--- config.mk ---
export PLATFORM = sky130hd
export DESIGN_NAME = trz_queue
export DESIGN_NICKNAME = d
export VERILOG_FILES = /design/src/hw/rtl/assert_macros.svh /design/src/hw/rtl/trz_pkg.sv /design/src/hw/rtl/trz_queue.sv
export SDC_FILE = /design/constraint.sdc
export NUM_CORES = 1
export LEC_CHECK = 0
export BUFFER_PORTS_ARGS = -buffer_cell sky130_fd_sc_hd__buf_2
export CAP_MARGIN = 40
export CORE_MARGIN = 1.5
export CORE_UTILIZATION = 30
export DETAILED_ROUTE_END_ITERATION = 10
export MAX_ROUTING_LAYER = met4
export SLEW_MARGIN = 15
export SYNTH_ARGS = -nofsm -noshare
export SYNTH_HDL_FRONTEND = slang
export SYNTH_SLANG_ARGS = --single-unit
export TNS_END_PERCENT = 10
--- constraint.sdc ---
create_clock -name clock -period 15.1 [get_ports clock]
set_input_delay 1.51 -clock clock [delete_from_list [all_inputs] [get_ports clock]]
set_output_delay 1.51 -clock clock [all_outputs]
set_load 0.02 [all_outputs]
--- src/hw/rtl/assert_macros.svh ---
// ----------------------------------------------------------------------------
// assertion macros
// shared helpers for concurrent checks on the rasteriser
// ----------------------------------------------------------------------------
`ifndef ASSERT_MACROS_SVH
`define ASSERT_MACROS_SVH

// condition must never be seen at a clock edge outside reset
`define ASSERT_NEVER(label, clk, rst, expr, msg) \
   label: assert property (@(posedge clk) disable iff (rst) !(expr)) else $error(msg);

// antecedent at an edge forces the consequent at the same edge
`define ASSERT_IMPLIES(label, clk, rst, ante, cons, msg) \
   label: assert property (@(posedge clk) disable iff (rst) (ante) |-> (cons)) else $error(msg);

`endif

--- src/hw/rtl/trz_pkg.sv ---
// ----------------------------------------------------------------------------
// trz_pkg
// types and fixed widths shared by the rasteriser front end, queue and back end
// ----------------------------------------------------------------------------
package trz_pkg;

   // coordinate and coefficient width (covers differences of two vertices)
   localparam int CW    = 12;
   // edge function and doubled area width
   localparam int EW    = 26;
   // interpolated depth numerator width
   localparam int NW    = 36;
   // numerator step width
   localparam int DNW   = 24;
   // row base address width
   localparam int BW    = 22;
   // multiply accumulator width
   localparam int ACCW  = EW + CW + 2;
   localparam int CNTW  = 19;
   localparam int ZW    = 8;
   localparam int COLW  = 24;
   localparam int IDXW  = 18;
   localparam int CRDW  = 11;

   localparam logic [CNTW-1:0] COUNT_MAX = '1;

   typedef enum logic [1:0] {
      KIND_DRAW = 2'd0,
      KIND_READ = 2'd1,
      KIND_CULL = 2'd2
   } kind_type;

   // fully set up item handed from front end to back end
   typedef struct packed {
      kind_type               kind;
      logic [IDXW-1:0]        index;
      logic [COLW-1:0]        color;
      logic signed [CW-1:0]   x0;
      logic signed [CW-1:0]   x1;
      logic signed [CW-1:0]   y0;
      logic signed [CW-1:0]   y1;
      logic signed [EW-1:0]   a2;
      logic signed [EW-1:0]   ea;
      logic signed [EW-1:0]   eb;
      logic signed [EW-1:0]   ec;
      logic signed [CW-1:0]   dxa;
      logic signed [CW-1:0]   dxb;
      logic signed [CW-1:0]   dxc;
      logic signed [CW-1:0]   dya;
      logic signed [CW-1:0]   dyb;
      logic signed [CW-1:0]   dyc;
      logic signed [NW-1:0]   n0;
      logic signed [DNW-1:0]  dnx;
      logic signed [DNW-1:0]  dny;
      logic [BW-1:0]          base;
   } job_type;

endpackage

--- src/hw/rtl/trz_queue.sv ---
// ----------------------------------------------------------------------------
// trz_queue
// two-entry job queue between setup front end and pixel back end
// ----------------------------------------------------------------------------
module trz_queue (
   input  logic             clock,
   input  logic             reset,
   input  logic             in_valid,
   output logic             in_ready,
   input  trz_pkg::job_type in_job,
   output logic             out_valid,
   input  logic             out_ready,
   output trz_pkg::job_type out_job
);

   trz_pkg::job_type entry_ff [2];
   logic             wr_ptr_ff, rd_ptr_ff;
   logic [1:0]       cnt_ff;
   logic             push, pop;

   assign in_ready  = (cnt_ff != 2'd2);
   assign out_valid = (cnt_ff != 2'd0);
   assign push      = in_valid && in_ready;
   assign pop       = out_valid && out_ready;
   assign out_job   = entry_ff[rd_ptr_ff];

   // pointers and fill level
   always_ff @(posedge clock) begin
      if (reset) begin
         wr_ptr_ff <= 1'b0;
         rd_ptr_ff <= 1'b0;
         cnt_ff    <= '0;
      end else begin
         if (push) wr_ptr_ff <= ~wr_ptr_ff;
         if (pop)  rd_ptr_ff <= ~rd_ptr_ff;
         if (push && !pop)      cnt_ff <= cnt_ff + 2'd1;
         else if (pop && !push) cnt_ff <= cnt_ff - 2'd1;
      end
   end

   // entry storage
   always_ff @(posedge clock) begin
      if (push) entry_ff[wr_ptr_ff] <= in_job;
   end

endmodule

**Word level (Yosys, flattened, before mapping)**

Memories as Yosys holds them, arrays and structs flattened. A register that Yosys moved wholly into a read port is not among the register bits.
Cells that the tools add are included.
Widths: inputs -> output; s select.

- RAM bits: 748
- Memories: 1
- Word-level logic and storage cells: 23
- Flip-flop bits (word level): 4

- Equality and inequality tests: 1
- Multiplexer cells: 6
- Add/subtract/negate cells: 2
- Bitwise logic cells: 2
- Reductions and logical operators: 8

Memories:

| memory | depth | width | read ports | clocked after memory_dff | wr ports | line | source |
|---|---|---|---|---|---|---|---|
| entry_ff | 2 | 374 | 1 | 1 | 1 | trz_queue.sv:16 | `trz_pkg::job_type entry_ff [2];` |

Operators with widths:

| operator | number |
|---|---|
| $logic_and 1x1->1 | 4 |
| $mux 1 | 4 |
| $mux 2 | 2 |
| $reduce_bool 2->1 | 2 |
| $add 2x1->2 const B | 1 |
| $logic_not 1->1 | 2 |
| $ne 2x2->1 const B | 1 |
| $not 1->1 | 2 |
| $sub 2x1->2 const B | 1 |

**Logic depth before layout (Yosys ltp)**

- Depth in word-level cells: 6
- Mapped depth: 6

**Least setup slack after synthesis**

No wires, ideal clock.

- Path kind: input-to-reg
- Start point: input port in_valid
- End point: memory entry_ff[1][0] (netlist bit) (enable)
- Path buffers: 0
- Path slack: 4262 ps
- Library setup time: 788 ps
- Data arrival time: 10050 ps
- Required time: 14312 ps
- Stages on the path: 1
- Path through: and3_1

- Cells in the longest elaborated chain, start to end: 3

Ends and longest elaborated chain:

| item | line | source |
|---|---|---|
| start, declared | trz_queue.sv:8 | `input logic in_valid,` |
| $logic_and 1x1->1 | trz_queue.sv:23 | `assign push = in_valid && in_ready;` |
| $mux 1 | trz_queue.sv:43 | `if (push) entry_ff[wr_ptr_ff] <= in_job;` |
| $mux 1 (not written as such) | trz_queue.sv:43 |  |
| end, declared | trz_queue.sv:16 |  |

Every way passes these cells.

==> qor.csv <==
metric,value,unit
fill cell count,8733,
Synth cell types,20,
dpl hpwl,47500,um
post-route ant nets,0,
Synth Net Count,1567,
Max Slew Vio Count,0,
Post-Route WL,65500,um
Tot GR Track Use,13.1,%
Synth area leader,edfxtp_1,
Syn Std Cell Area,0.0290,sq mm
Pwr Density,177,mW/mm^2
Ports,754,
post-synthesis sequential area ratio,77.8,%
Least-Margin Pin Slew,0.954,ns
Die W,314,um
reg2reg setup slack,11.59,ns
Leakage,0.0142,uW
GR Util met1,13.0,%
crit path cell chain,buf_4 -> buf_12 -> buf_4 -> mux2_2 -> buf_2,
Hold Fails Final Rpt,0,
grt total ovfl,0,
pre-CTS setup slack,9.84,ns
H-tree Lvls,3,
PnR worst setup slack,9.24,ns
"most used cell, CP",buf_4,
core area,0.0954,sq mm
clk sinks,753,
highest clock rate,0.171,GHz
setup TNS,0,ns
initial antenna violation count,23,
post-CTS setup buffer count,0,
layout net count,2386,
Max VDD drop,0.130,mV
TritonCTS clock tree,built,
Arrival @ worst endpoint,4.35,ns
CP top delay family,buffers and inverters,
first-pass GRT wire length,94100,um
worst hold-check path type,reg -> reg,
clock slew at reported path FFs,0.05,ns
crit end category,output pin,
CTS Buffer Depth,3,
max_cap viols,0,
unrepaired setup endpoints after global routing,no,
most used routing layer,met2,
WP buf/inv,4,
worst path required time,13.59,ns
relative slew slack,36.4,%
drt drc,0,
critical path type,reg -> out,
CP Launch Type,flop,
CP max stage cell,buf_4,
starting density of the core,30.4,%
final setup skew,0.0185,ns
GR Util met3,5.21,%
wire per inst,19.5,um
"commonest non-fill, non-tap cell in the layout",buf_2,
vias post-DR,14123,
CTS resizes,0,
maximum fanout along the worst path,108,
clk root buf,clkbuf_16,
CTS Buf Count,80,
Vias/cell,4.20,
Synth area leaders,"edfxtp_1 77%, mux2_4 19%, buf_12 2.3%, mux2_2 0.54%, dfxtp_1 0.35%",
Synth top area share,77.4,%
Finish-stage setup viols,0,
Yosys Warn Count,0,
area growth from synthesis to layout,26.6,%
maximum number of pins on one net before global-route repair,117,
GRT met2 Usage,22.8,%
placed cell count,3185,
hold_buf cts,0,
share of layout cells above drive strength 1,61.5,%
status,finished clean,
most frequent cells in the layout,"753 x buf_2, 748 x edfxtp_1, 360 x mux2_4",
row cnt,113,
Final Cycle Share,38.8,%
First-pass DRT Iterations,4,
vias in the first global route,15191,
Cells after Synth,1188,
FF+latch area,0.0226,sq mm
"slowest stage delay, CP",0.78,ns
fin crit period,5.86,ns
Clock Latency Late Sink,0.61,ns
Post-Layout Cell Count,3360,
Post-Syn Area per Cell,24.4,sq um
"FF+latch count, synth",753,
DR iter-0 viols,849,
gpl congestion,0.860,
area occupied by multi-input gates,0.00569,sq mm
I/O Buffers,753,
Die Y,314,um
Die Area,0.0985,sq mm
==> cells in the mapped netlist <==
master      n
edfxtp_1  748
mux2_4    360
buf_12     33
mux2_2     14
buf_6       8
dfxtp_1     5
nor2_1      3
xor2_1      3
a21oi_1     2
o21ai_0     2
a21bo_2     1
and2_1      1
and3_1      1
buf_2       1
ha_1        1
inv_1       1
nand2b_1    1
nand3b_1    1
or2_2       1
or3_1       1
==> metrics by stage <==
step / hold WS, ns / utilization [%] / instance area, sq um / power, uW
2_1_floorplan: 0.471 / - / 29000 / 4240
3_3_place_gp: 0.487 / 35.4 / 33700 / 4560
3_5_place_dp: 0.506 / 35.5 / 33900 / 4600
4_1_cts: 0.518 / 38.3 / 36500 / 6560
5_1_grt: 0.555 / 38.5 / 36700 / 6750
6_report: 0.519 / 38.5 / 36700 / 6490
==> layout make-up <==
class,count,share of cell area [%]
Sequential cell,753,61.5
Multi-Input combinational cell,392,15.5
Timing Repair Buffer,779,11.4
Clock buffer,95,5.72
Tap cell,1265,4.31
Clock inverter,52,1.42
Antenna cell,23,0.157
Inverter,1,0.0307
==> per-layer routing <==
layer	vias to the layer above	wire length [um]
li1	6447	-
met1	6956	22800
met2	603	34400
met3	117	6340
met4	0	1940
met5	-	0
==> cells by family (layout without fill, tap and decap cells) <==
group	count (synthesis)	after routing	share of synthesized area (%)
DFF	753	753	77.8
and+or+nand+nor	9	9	0.173
AOI/OAI and AO/OA	5	5	0.104
other	0	23	0
adders and majority gates	1	1	0.0431
buffers and inverters	43	927	2.62
muxes	374	374	19.2
xor gates and xnor gates	3	3	0.0906
==> worst paths after layout <==
kind                  start          endpoint  cells after the start
setup reg to reg  cnt_ff[0]  entry_ff[1][300]                      7
setup / recovery       flop        out_job[1]                      5
hold reg to reg   cnt_ff[1]         cnt_ff[1]                      2
hold / removal    cnt_ff[1]         cnt_ff[1]                      2
==> worst reg2reg max path, stage by stage (launching register included) <==
cell      delay [ns]
dfxtp_1         0.41
nand2b_1        0.21
and3_4          0.46
buf_4           0.36
buf_16          0.29
buf_4           0.76
buf_4           0.38
buf_16          0.28
==> sequential cells by signal, indices dropped and copies added (netlist names), named ones only <==
register	cells
cnt_ff	2
rd_ptr_ff	1
entry_ff	748
wr_ptr_ff	1
==> report_power, final <==
part / switching [uW] / leakage (uW) / internal (uW) / total [uW]
clock: 772 / 0.00129 / 1170 / 1940
sequential: 82.0 / 0.00703 / 2610 / 2690
combinational: 1040 / 0.00585 / 816 / 1860
total: 1900 / 0.0142 / 4590 / 6490
(Power assumes the default switching activity.)
