### src/hw/rtl/assert_macros.svh
// ----------------------------------------------------------------------------
// assertion macros
// shared helpers for concurrent checks on the rasteriser
// ----------------------------------------------------------------------------
`ifndef ASSERT_MACROS_SVH
`define ASSERT_MACROS_SVH

// condition must never be seen at a clock edge outside reset
`define ASSERT_NEVER(label, clk, rst, expr, msg) \
   label: assert property (@(posedge clk) disable iff (rst) !(expr)) else $error(msg);

// antecedent at an edge forces the consequent at the same edge
`define ASSERT_IMPLIES(label, clk, rst, ante, cons, msg) \
   label: assert property (@(posedge clk) disable iff (rst) (ante) |-> (cons)) else $error(msg);

`endif

### src/hw/rtl/trz_pkg.sv
// ----------------------------------------------------------------------------
// trz_pkg
// types and fixed widths shared by the rasteriser front end, queue and back end
// ----------------------------------------------------------------------------
package trz_pkg;

   // coordinate and coefficient width (covers differences of two vertices)
   localparam int CW    = 12;
   // edge function and doubled area width
   localparam int EW    = 26;
   // interpolated depth numerator width
   localparam int NW    = 36;
   // numerator step width
   localparam int DNW   = 24;
   // row base address width
   localparam int BW    = 22;
   // multiply accumulator width
   localparam int ACCW  = EW + CW + 2;
   localparam int CNTW  = 19;
   localparam int ZW    = 8;
   localparam int COLW  = 24;
   localparam int IDXW  = 18;
   localparam int CRDW  = 11;

   localparam logic [CNTW-1:0] COUNT_MAX = '1;

   typedef enum logic [1:0] {
      KIND_DRAW = 2'd0,
      KIND_READ = 2'd1,
      KIND_CULL = 2'd2
   } kind_type;

   // fully set up item handed from front end to back end
   typedef struct packed {
      kind_type               kind;
      logic [IDXW-1:0]        index;
      logic [COLW-1:0]        color;
      logic signed [CW-1:0]   x0;
      logic signed [CW-1:0]   x1;
      logic signed [CW-1:0]   y0;
      logic signed [CW-1:0]   y1;
      logic signed [EW-1:0]   a2;
      logic signed [EW-1:0]   ea;
      logic signed [EW-1:0]   eb;
      logic signed [EW-1:0]   ec;
      logic signed [CW-1:0]   dxa;
      logic signed [CW-1:0]   dxb;
      logic signed [CW-1:0]   dxc;
      logic signed [CW-1:0]   dya;
      logic signed [CW-1:0]   dyb;
      logic signed [CW-1:0]   dyc;
      logic signed [NW-1:0]   n0;
      logic signed [DNW-1:0]  dnx;
      logic signed [DNW-1:0]  dny;
      logic [BW-1:0]          base;
   } job_type;

endpackage

### src/hw/rtl/trz_front.sv
// ----------------------------------------------------------------------------
// trz_front
// accepts request beats, classifies them and sets up triangle coefficients
// with one shared multiply-accumulate unit
// ----------------------------------------------------------------------------
module trz_front #(
   parameter int SCREEN_WIDTH  = 512,
   parameter int SCREEN_HEIGHT = 512
) (
   input  logic                          clock,
   input  logic                          reset,
   input  logic                          req_valid,
   output logic                          req_ready,
   input  logic                          req_op,
   input  logic signed [trz_pkg::CRDW-1:0] req_vert_a_x,
   input  logic signed [trz_pkg::CRDW-1:0] req_vert_a_y,
   input  logic [trz_pkg::ZW-1:0]        req_vert_a_depth,
   input  logic signed [trz_pkg::CRDW-1:0] req_vert_b_x,
   input  logic signed [trz_pkg::CRDW-1:0] req_vert_b_y,
   input  logic [trz_pkg::ZW-1:0]        req_vert_b_depth,
   input  logic signed [trz_pkg::CRDW-1:0] req_vert_c_x,
   input  logic signed [trz_pkg::CRDW-1:0] req_vert_c_y,
   input  logic [trz_pkg::ZW-1:0]        req_vert_c_depth,
   input  logic [trz_pkg::COLW-1:0]      req_fill_color,
   input  logic [trz_pkg::IDXW-1:0]      req_pixel_index,
   input  logic                          clr_done,
   output logic                          job_valid,
   input  logic                          job_ready,
   output trz_pkg::job_type              job
);

   localparam int CW   = trz_pkg::CW;
   localparam int EW   = trz_pkg::EW;
   localparam int ACCW = trz_pkg::ACCW;
   localparam int LAST_STEP = 16;

   typedef enum logic [3:0] {
      F_IDLE = 4'b0001,
      F_BOX  = 4'b0010,
      F_MUL  = 4'b0100,
      F_PUSH = 4'b1000
   } fstate_type;

   fstate_type state_ff, state_in;
   logic [4:0] step_ff, step_in;
   trz_pkg::kind_type kind_ff;

   logic signed [trz_pkg::CRDW-1:0] ax_ff, ay_ff, bx_ff, by_ff, cx_ff, cy_ff;
   logic [trz_pkg::ZW-1:0]          az_ff, bz_ff, cz_ff;
   logic [trz_pkg::COLW-1:0]        color_ff;
   logic [trz_pkg::IDXW-1:0]        index_ff;
   logic signed [CW-1:0]            x0_ff, x1_ff, y0_ff, y1_ff;
   logic signed [ACCW-1:0]          acc_ff, acc_in;
   logic signed [EW-1:0]            a2_ff, ea_ff, eb_ff, ec_ff;
   logic signed [trz_pkg::NW-1:0]   n0_ff;
   logic signed [trz_pkg::DNW-1:0]  dnx_ff, dny_ff;
   logic [trz_pkg::BW-1:0]          base_ff;

   logic accept;
   logic signed [CW-1:0] axw, ayw, bxw, byw, cxw, cyw, azw, bzw, czw;
   logic signed [CW-1:0] mnx, mxx, mny, mxy;
   logic signed [EW-1:0] opa;
   logic signed [CW-1:0] opb;
   logic signed [EW+CW-1:0] prod;
   logic first, sub;

   assign accept    = req_valid && req_ready;
   assign req_ready = (state_ff == F_IDLE) && clr_done;
   assign job_valid = (state_ff == F_PUSH);

   // widened vertex values
   assign axw = CW'(ax_ff);
   assign ayw = CW'(ay_ff);
   assign bxw = CW'(bx_ff);
   assign byw = CW'(by_ff);
   assign cxw = CW'(cx_ff);
   assign cyw = CW'(cy_ff);
   assign azw = $signed(CW'(az_ff));
   assign bzw = $signed(CW'(bz_ff));
   assign czw = $signed(CW'(cz_ff));

   // bounding box extremes
   always_comb begin
      mnx = (axw < bxw) ? axw : bxw;
      mnx = (mnx < cxw) ? mnx : cxw;
      mxx = (axw > bxw) ? axw : bxw;
      mxx = (mxx > cxw) ? mxx : cxw;
      mny = (ayw < byw) ? ayw : byw;
      mny = (mny < cyw) ? mny : cyw;
      mxy = (ayw > byw) ? ayw : byw;
      mxy = (mxy > cyw) ? mxy : cyw;
   end

   // operand selection for the setup sequence
   always_comb begin
      opa   = '0;
      opb   = '0;
      first = 1'b0;
      sub   = 1'b0;
      case (step_ff)
         // doubled area
         5'd0:  begin opa = EW'(bxw - axw);   opb = cyw - ayw;   first = 1'b1; end
         5'd1:  begin opa = EW'(byw - ayw);   opb = cxw - axw;   sub = 1'b1;   end
         // edge values at the box corner
         5'd2:  begin opa = EW'(bxw - x0_ff); opb = cyw - y0_ff; first = 1'b1; end
         5'd3:  begin opa = EW'(byw - y0_ff); opb = cxw - x0_ff; sub = 1'b1;   end
         5'd4:  begin opa = EW'(cxw - x0_ff); opb = ayw - y0_ff; first = 1'b1; end
         5'd5:  begin opa = EW'(cyw - y0_ff); opb = axw - x0_ff; sub = 1'b1;   end
         5'd6:  begin opa = EW'(axw - x0_ff); opb = byw - y0_ff; first = 1'b1; end
         5'd7:  begin opa = EW'(ayw - y0_ff); opb = bxw - x0_ff; sub = 1'b1;   end
         // depth numerator at the corner
         5'd8:  begin opa = ea_ff;            opb = azw;         first = 1'b1; end
         5'd9:  begin opa = eb_ff;            opb = bzw;                       end
         5'd10: begin opa = ec_ff;            opb = czw;                       end
         // numerator step along x
         5'd11: begin opa = EW'(byw - cyw);   opb = azw;         first = 1'b1; end
         5'd12: begin opa = EW'(cyw - ayw);   opb = bzw;                       end
         5'd13: begin opa = EW'(ayw - byw);   opb = czw;                       end
         // numerator step along y
         5'd14: begin opa = EW'(cxw - bxw);   opb = azw;         first = 1'b1; end
         5'd15: begin opa = EW'(axw - cxw);   opb = bzw;                       end
         5'd16: begin opa = EW'(bxw - axw);   opb = czw;                       end
         default: begin end
      endcase
   end

   assign prod   = opa * opb;
   assign acc_in = (first ? '0 : acc_ff) + (sub ? -ACCW'(prod) : ACCW'(prod));

   // control sequencing
   always_comb begin
      state_in = state_ff;
      step_in  = step_ff;
      case (state_ff)
         F_IDLE: begin
            step_in = '0;
            if (accept) state_in = req_op ? F_PUSH : F_BOX;
         end
         F_BOX: state_in = F_MUL;
         F_MUL: begin
            step_in = step_ff + 5'd1;
            if (step_ff == 5'd1 && acc_in < $signed(ACCW'(2))) state_in = F_PUSH;
            else if (step_ff == 5'(LAST_STEP)) state_in = F_PUSH;
         end
         F_PUSH: if (job_ready) state_in = F_IDLE;
         default: state_in = F_IDLE;
      endcase
   end

   always_ff @(posedge clock) begin
      if (reset) begin
         state_ff <= F_IDLE;
         step_ff  <= '0;
      end else begin
         state_ff <= state_in;
         step_ff  <= step_in;
      end
   end

   // capture of the request beat and setup results
   always_ff @(posedge clock) begin
      if (accept) begin
         kind_ff  <= req_op ? trz_pkg::KIND_READ : trz_pkg::KIND_DRAW;
         ax_ff    <= req_vert_a_x;
         ay_ff    <= req_vert_a_y;
         az_ff    <= req_vert_a_depth;
         bx_ff    <= req_vert_b_x;
         by_ff    <= req_vert_b_y;
         bz_ff    <= req_vert_b_depth;
         cx_ff    <= req_vert_c_x;
         cy_ff    <= req_vert_c_y;
         cz_ff    <= req_vert_c_depth;
         color_ff <= req_fill_color;
         index_ff <= req_pixel_index;
      end
      if (state_ff == F_BOX) begin
         x0_ff <= (mnx < 0) ? '0 : mnx;
         y0_ff <= (mny < 0) ? '0 : mny;
         x1_ff <= (mxx > $signed(CW'(SCREEN_WIDTH - 1)))  ? $signed(CW'(SCREEN_WIDTH - 1))  : mxx;
         y1_ff <= (mxy > $signed(CW'(SCREEN_HEIGHT - 1))) ? $signed(CW'(SCREEN_HEIGHT - 1)) : mxy;
      end
      if (state_ff == F_MUL) begin
         acc_ff <= acc_in;
         case (step_ff)
            5'd0: base_ff <= trz_pkg::BW'($unsigned(y0_ff)) *
                             trz_pkg::BW'(SCREEN_WIDTH);
            5'd1: begin
               a2_ff <= EW'(acc_in);
               if (acc_in < $signed(ACCW'(2))) kind_ff <= trz_pkg::KIND_CULL;
            end
            5'd3:  ea_ff  <= EW'(acc_in);
            5'd5:  eb_ff  <= EW'(acc_in);
            5'd7:  ec_ff  <= EW'(acc_in);
            5'd10: n0_ff  <= trz_pkg::NW'(acc_in);
            5'd13: dnx_ff <= trz_pkg::DNW'(acc_in);
            5'd16: dny_ff <= trz_pkg::DNW'(acc_in);
            default: begin end
         endcase
      end
   end

   // outgoing job
   always_comb begin
      job.kind  = kind_ff;
      job.index = index_ff;
      job.color = color_ff;
      job.x0    = x0_ff;
      job.x1    = x1_ff;
      job.y0    = y0_ff;
      job.y1    = y1_ff;
      job.a2    = a2_ff;
      job.ea    = ea_ff;
      job.eb    = eb_ff;
      job.ec    = ec_ff;
      job.dxa   = byw - cyw;
      job.dya   = cxw - bxw;
      job.dxb   = cyw - ayw;
      job.dyb   = axw - cxw;
      job.dxc   = ayw - byw;
      job.dyc   = bxw - axw;
      job.n0    = n0_ff;
      job.dnx   = dnx_ff;
      job.dny   = dny_ff;
      job.base  = base_ff;
   end

endmodule

### config.mk
export PLATFORM = sky130hd
export DESIGN_NAME = trz_front
export DESIGN_NICKNAME = d
export VERILOG_FILES = /design/src/hw/rtl/assert_macros.svh /design/src/hw/rtl/trz_pkg.sv /design/src/hw/rtl/trz_front.sv
export SDC_FILE = /design/constraint.sdc
export NUM_CORES = 2
export LEC_CHECK = 0
export CORE_MARGIN = 4
export CORE_UTILIZATION = 40
export CTS_BUF_LIST = sky130_fd_sc_hd__clkbuf_4 sky130_fd_sc_hd__clkbuf_8 sky130_fd_sc_hd__clkbuf_16
export DETAILED_ROUTE_END_ITERATION = 10
export DONT_BUFFER_PORTS = 1
export HOLD_SLACK_MARGIN = 0.12
export PLACE_DENSITY = 0.57
export SLEW_MARGIN = 20
export SYNTH_ARGS = -nofsm -noshare
export SYNTH_HDL_FRONTEND = slang
export SYNTH_SLANG_ARGS = --single-unit
### constraint.sdc
create_clock -name clock -period 21.4 [get_ports clock]
set_clock_uncertainty 0.1 [all_clocks]
set_input_delay 3.21 -clock clock [delete_from_list [all_inputs] [get_ports clock]]
set_output_delay 3.21 -clock clock [all_outputs]
set_load 0.05 [all_outputs]
After elaboration in Yosys (flattened, before gate mapping)
Index checks and enable logic that the tools add are counted.
Widths: inputs -> output; s select.
{"block": "word_totals", "register_bits": 431, "latch_bits": 0, "mem_bits_rw": 0, "rom_bits": 0, "wordCells": 139, "n_memories": 0}
{"block": "op_classes", "n_addsub": 29, "n_mul": 1, "div": 0, "order_cmp": 13, "eq_ne": 23, "n_shift": 0, "n_mux": 26, "n_bitwise": 0, "n_reduce_logical": 20}
{"cell": "$pmux 26 s16", "count": 1}
{"cell": "$sub 11x11->12", "count": 14}
{"cell": "$pmux 12 s11", "count": 1}
{"cell": "$mux 12", "count": 8}
{"cell": "$mux 40", "count": 2}
{"cell": "$sub 11x12->13", "count": 6}
{"cell": "$sub 11x12->12", "count": 6}
{"cell": "$add 40x40->40", "count": 1}
{"cell": "$eq 5x4->1 const B", "count": 8}
{"cell": "$lt 40x3->1 const B", "count": 1}
{"cell": "$neg 40->40", "count": 1}
{"cell": "$mul 26x12->38", "count": 1}
{"cell": "$gt 12x10->1 const B", "count": 2}
{"cell": "$gt 12x11->1", "count": 2}
{"cell": "$lt 12x1->1 const B", "count": 2}
{"cell": "$lt 12x11->1", "count": 2}
{"cell": "$gt 11x11->1", "count": 2}
{"cell": "$lt 11x11->1", "count": 2}
{"cell": "$eq 5x3->1 const B", "count": 4}
{"cell": "$mux 4", "count": 5}
{"cell": "$pmux 4 s4", "count": 1}
{"cell": "$reduce_and 2->1", "count": 8}
{"cell": "$eq 5x2->1 const B", "count": 2}
{"cell": "$pmux 5 s2", "count": 1}
{"cell": "other kinds (20)", "count": 29}

Depth between registers and ports, before layout
{"block": "depth", "depth_word": 11, "mapped_depth": 59, "ltp_nobuf": 54}

Worst setup path after synthesis
Ideal clock, no wire load.
{"block": "synth_timing", "kind": "register to register", "start": "reg step_ff[0]", "end": "reg kind_ff[0]", "setup_ps": 189, "arrival_time_ps": 12551, "required_time_ps": 21111, "slack_ps": 8560, "path_stages_with_launch": 58, "path_buffers": 6, "period_less_slack_ps": 12840, "path_cell_list": "dfxtp_1 inv_1 ha_1 clkbuf_1 nand2_1 nor2_1 clkbuf_1 buf_1 nand2_1 o21ai_0 a21oi_1 ha_1 fa_1 nor2b_1 o21ai_0 a21boi_0 o21ai_0 nand2b_1 (+22 left out) or2_2 nor3b_1 nand2_1 o21ai_0 xnor2_1 ha_1 clkbuf_1 nand2_1 nor3_1 o21ai_0 o21ai_0 o21ba_2 xnor2_1 or4b_1 nor4_1 nand3_1 nand2_1 a21oi_1"}
{"block": "synth_via", "elab_chain_cells": 11}
{"item": "start: declaration", "line_no": "trz_front.sv:45", "rtl": "logic [4:0] step_ff, step_in;"}
{"item": "start signal: assignment", "line_no": "trz_front.sv:156", "rtl": "step_ff <= step_in;"}
{"item": "$eq 5x5->1 (tied with other cells)", "line_no": "trz_front.sv:100", "rtl": "case (step_ff)"}
{"item": "$reduce_or 3->1 (no line) / $reduce_or 2->1 (equally long branches)"}
{"item": "$pmux 12 s11 / $pmux 26 s16 (equally long branches)", "line_no": "trz_front.sv:100"}
{"item": "$mul 26x12->38", "line_no": "trz_front.sv:127", "rtl": "assign prod = opa * opb;"}
{"item": "$neg 40->40", "line_no": "trz_front.sv:128", "rtl": "assign acc_in = (first ? '0 : acc_ff) + (sub ? -ACCW'(prod) : ACCW'(prod));"}
{"item": "$mux 40", "line_no": "trz_front.sv:128"}
{"item": "$add 40x40->40 *", "line_no": "trz_front.sv:128"}
{"item": "via acc_in[31]", "line_no": "trz_front.sv:53", "rtl": "logic signed [ACCW-1:0] acc_ff, acc_in;"}
{"item": "$lt 40x3->1 *", "line_no": "trz_front.sv:189", "rtl": "if (acc_in < $signed(ACCW'(2))) kind_ff <= trz_pkg::KIND_CULL;"}
{"item": "$mux 2 *", "line_no": "trz_front.sv:189"}
{"item": "$mux 2 *", "line_no": "trz_front.sv:184", "rtl": "case (step_ff)"}
{"item": "$mux 2 *", "line_no": "trz_front.sv:182", "rtl": "if (state_ff == F_MUL) begin"}
{"item": "end signal: assignment", "line_no": "trz_front.sv:163", "rtl": "kind_ff <= req_op ? trz_pkg::KIND_READ : trz_pkg::KIND_DRAW;"}
{"item": "end signal: assignment", "line_no": "trz_front.sv:189"}
{"item": "end: declaration", "line_no": "trz_front.sv:46", "rtl": "trz_pkg::kind_type kind_ff;"}
Mark *: on every way through the listed nets, which the timed path passes. The rest lies on a longest branch.
A chain may end at the register's enable or synchronous reset.

Worst setup path in the final report
{"block": "layout_timing", "start": "reg step_ff[3]", "end": "reg kind_ff[0]"}
Same word-level chain as after synthesis.

==> out/qor.yml <==
outcome: "completed"
place.port_buffers: 0
vias_per_cell: 5.94
global_route_wire_length_before_repair_mm: 218
met2RoutedLength_mm: 64.5
global_route.overflow_total: 0
proportion_of_layout_cells_with_a_drive_suffix_above_1_pct: 7.55
cts.repair_timing.setup_buffer_count: 0
worst_hold_path.endpoint: "step_ff[0]"
finish.cell_count_without_fillers: 5379
rsz_0062_raised_after_global_routing: "no"
min_path_type: "flop to flop"
postLayoutCoreUtil_pct: 44.1
synth_area_sq_um: 39900
worst_path_most_repeated_cell: "sky130_fd_sc_hd__o21ai_0"
top_signal_layer_used: "met5"
drt-total-wl_mm: 149
antenna_nets_post_route: 0
nFillCells: 9490
cts_buffers: 47
prevailing_post_synth_register_cell: "sky130_fd_sc_hd__edfxtp_1"
grt_usage_pct: 28.1
max_slew_margin_pct: 14.2
cpPeakStageDelay_ps: 950
placement.setup.worst_slack_ps: 6560
clk_path_buf_depth: 3
place_hpwl_mm: 118
layout_worst_path_cycle_share_pct: 70.4
floorplan.initialDensity_pct: 40.4
cp.buffers_inverters: 4
type_of_the_setup_path_with_the_least_slack: "flop to flop"
cpMaxStageDelayCell: "sky130_fd_sc_hd__dfxtp_1"
timing.critical_path.required_ps: 21780
worstPathArrival_ps: 15450
post_route_met1_wirelength_mm: 63.9
clk_pin_slew_ps: 80
die_width_um: 324
synth_area_per_cell_sq_um: 9.86
multi_input_comb_area_sq_um: 25200
drtPass1Iterations: 7
cts.repair.resized: 0
cts_root_buffer: "sky130_fd_sc_hd__clkbuf_16"
numClockSinks: 426
ctsHoldBuffers: 0
antenna_found_initial: 7
path_delay_family: "simple AND/OR/NAND/NOR gates"
final-setup-viol-count: 0
avgRoutedWirePerCell_um: 27.6
core_region_area_sq_um: 98700
synth-xor-area-share_pct: 4.58
drc_errors: 0
cts_tree: "done"
worstRegToRegCells: 50
synth-warning-count: 0
synth_compound_area_share_pct: 15.6
synthSimpleGateAreaFrac_pct: 15.4
crit_fanout: 27
setup-tns-final_ps: 0
synth.top_cells.by_area: "sky130_fd_sc_hd__edfxtp_1, sky130_fd_sc_hd__fa_1, sky130_fd_sc_hd__ha_1, sky130_fd_sc_hd__inv_1, sky130_fd_sc_hd__nand2_1"
timing.critical_path.from_type: "flop"
fin_crit_ps: 15070
finalNetCount: 4835
r2r_end: "kind_ff[0]"
ys_seq_area_share_pct: 31.8
most-common-layout-cells: "sky130_fd_sc_hd__inv_1, sky130_fd_sc_hd__edfxtp_1, sky130_fd_sc_hd__nand2_1"
postSynth.asyncResetShare_pct: 0
synthDominantAreaCellType: "sky130_fd_sc_hd__edfxtp_1"
yosys-mux-area-fraction_pct: 0.991
worst_slew_pin_slew_ps: 1290
cell_count_after_synthesis: 4047
chipHeight_um: 324
synth_largest_type_area_fraction_pct: 31.2
boundaryPins: 514
dr_total_vias: 31900
area_delta_synth_final_pct: 9.14
largest_net_degree_at_the_start_of_global_routing: 73
timing_max_transition_violations_final: 0
layout_commonest_cell: "sky130_fd_sc_hd__inv_1"
post-route-worst-setup-slack_ps: 6330
wl_met3_mm: 13.5
timing.critical_path.to_type: "flop"
place.detailed.instances: 5291
rrSetupSlack_ps: 6330
synth_enable_flop_cells: 415
htree_num_levels: 2
site_rows: 115
design.die.area_sq_um: 105000
endpoints_failing_hold: 0
source_of_the_worst_hold_timing_path: "step_ff[0]"
arithmetic_cell_share_of_the_synthesized_area_counting_full_adders_half_adders_and_majority_gates_pct: 25.7
sequential_cell_area_sq_um: 12700
r2r_start: "step_ff[3]"
gp_congestion: 1.01
grt_pass1_vias: 31800
detailedRoute.firstIterationViolations: 3044
drv_cap: 0
synth_cell_type_count: 100
ffs_latches_synth: 426
fmaxAchievable_ghz: 0.0663
insertion_delay_ps: 670
min_path_cells: 2
synth_top_family_by_area: "adder cells"
==> worst min-delay path, cell delays in order, from the launching register on <==
cell                      delay (ps)
sky130_fd_sc_hd__dfxtp_1         360
sky130_fd_sc_hd__a21oi_1         160
sky130_fd_sc_hd__nor2_1           50
==> cells by family (layout without fill, tap and decap cells) <==
group,count (synthesis),in the layout
other,1,13
AOI/OAI and AO/OA,915,915
adders and majority gates,643,643
xor gates and xnor gates,207,207
muxes,39,39
buffers and inverters,600,633
and+or+nand+nor,1216,1216
DFF,426,426
==> synthesized netlist by cell type, types with 16 or more instances <==
cell type / n
sky130_fd_sc_hd__inv_1: 435
sky130_fd_sc_hd__edfxtp_1: 415
sky130_fd_sc_hd__nand2_1: 379
sky130_fd_sc_hd__ha_1: 347
sky130_fd_sc_hd__fa_1: 296
sky130_fd_sc_hd__nor2_1: 224
sky130_fd_sc_hd__o21ai_0: 199
sky130_fd_sc_hd__a21oi_1: 191
sky130_fd_sc_hd__xnor2_1: 135
sky130_fd_sc_hd__clkbuf_1: 133
sky130_fd_sc_hd__and2_1: 123
sky130_fd_sc_hd__nor2b_1: 100
sky130_fd_sc_hd__a21o_1: 77
sky130_fd_sc_hd__xor2_1: 71
sky130_fd_sc_hd__nor3_1: 69
sky130_fd_sc_hd__nand2b_1: 60
sky130_fd_sc_hd__nand4_1: 57
sky130_fd_sc_hd__nand3_1: 50
sky130_fd_sc_hd__a22oi_1: 42
sky130_fd_sc_hd__mux2i_1: 35
sky130_fd_sc_hd__a31oi_1: 34
sky130_fd_sc_hd__a211oi_1: 33
sky130_fd_sc_hd__a221o_1: 30
sky130_fd_sc_hd__o21bai_1: 30
sky130_fd_sc_hd__o21a_1: 28
sky130_fd_sc_hd__and3_1: 27
sky130_fd_sc_hd__a222oi_1: 24
sky130_fd_sc_hd__o31ai_1: 24
sky130_fd_sc_hd__or2_2: 24
sky130_fd_sc_hd__o211ai_1: 23
sky130_fd_sc_hd__a22o_1: 22
sky130_fd_sc_hd__or3_1: 20
sky130_fd_sc_hd__a21boi_0: 19
sky130_fd_sc_hd__a221oi_1: 16
==> through the flow <==
stage                     hold WS, ps  area [sq um]
after floorplan                   438         39900
after global placement            470         41900
after detailed placement          472         41900
after CTS                         508         43500
after global routing              533         43500
final                             508         43500
==> worst max-delay path by stage <==
stage / to / slack (ps) / from / cells past startpoint
2_1_floorplan: kind_ff[0] / 8560 / step_ff[0] / 57
3_3_place_gp: kind_ff[0] / 6840 / step_ff[3] / 49
3_5_place_dp: kind_ff[0] / 6560 / step_ff[3] / 48
4_1_cts: kind_ff[0] / 6490 / step_ff[3] / 48
5_1_grt: kind_ff[0] / 5240 / step_ff[3] / 47
6_report: kind_ff[0] / 6330 / step_ff[3] / 50
==> routing by layer <==
layer	vias up	track usage, %
li1	14300	-
met1	15900	39.0
met2	1474	42.9
met3	272	6.23
met4	8	10.9
met5	-	0
==> flip-flops by register name, summed over array words and instances, names as in the netlist, 11 cells and up <==
name / cells
y1_ff: 11
a2_ff: 26
n0_ff: 36
eb_ff: 26
base_ff: 11
cy_ff: 11
index_ff: 18
x1_ff: 11
bx_ff: 11
dnx_ff: 24
dny_ff: 24
ay_ff: 11
ec_ff: 26
color_ff: 24
ax_ff: 11
ea_ff: 26
acc_ff: 40
by_ff: 11
x0_ff: 11
y0_ff: 11
cx_ff: 11
==> layout make-up <==
cell class                 instances  area share [%]
multi-input combinational       3032            57.8
antenna                            1         0.00575
inverter                         437            3.78
sequential                       426            29.1
clock buffer                      60            2.93
tap                             1287            3.70
timing repair buffer             110            1.91
clock inverter                    26           0.742
Power is left out: the tool's default activity adds up to more than one toggle a clock period on the data nets, which glitch-free logic cannot reach.
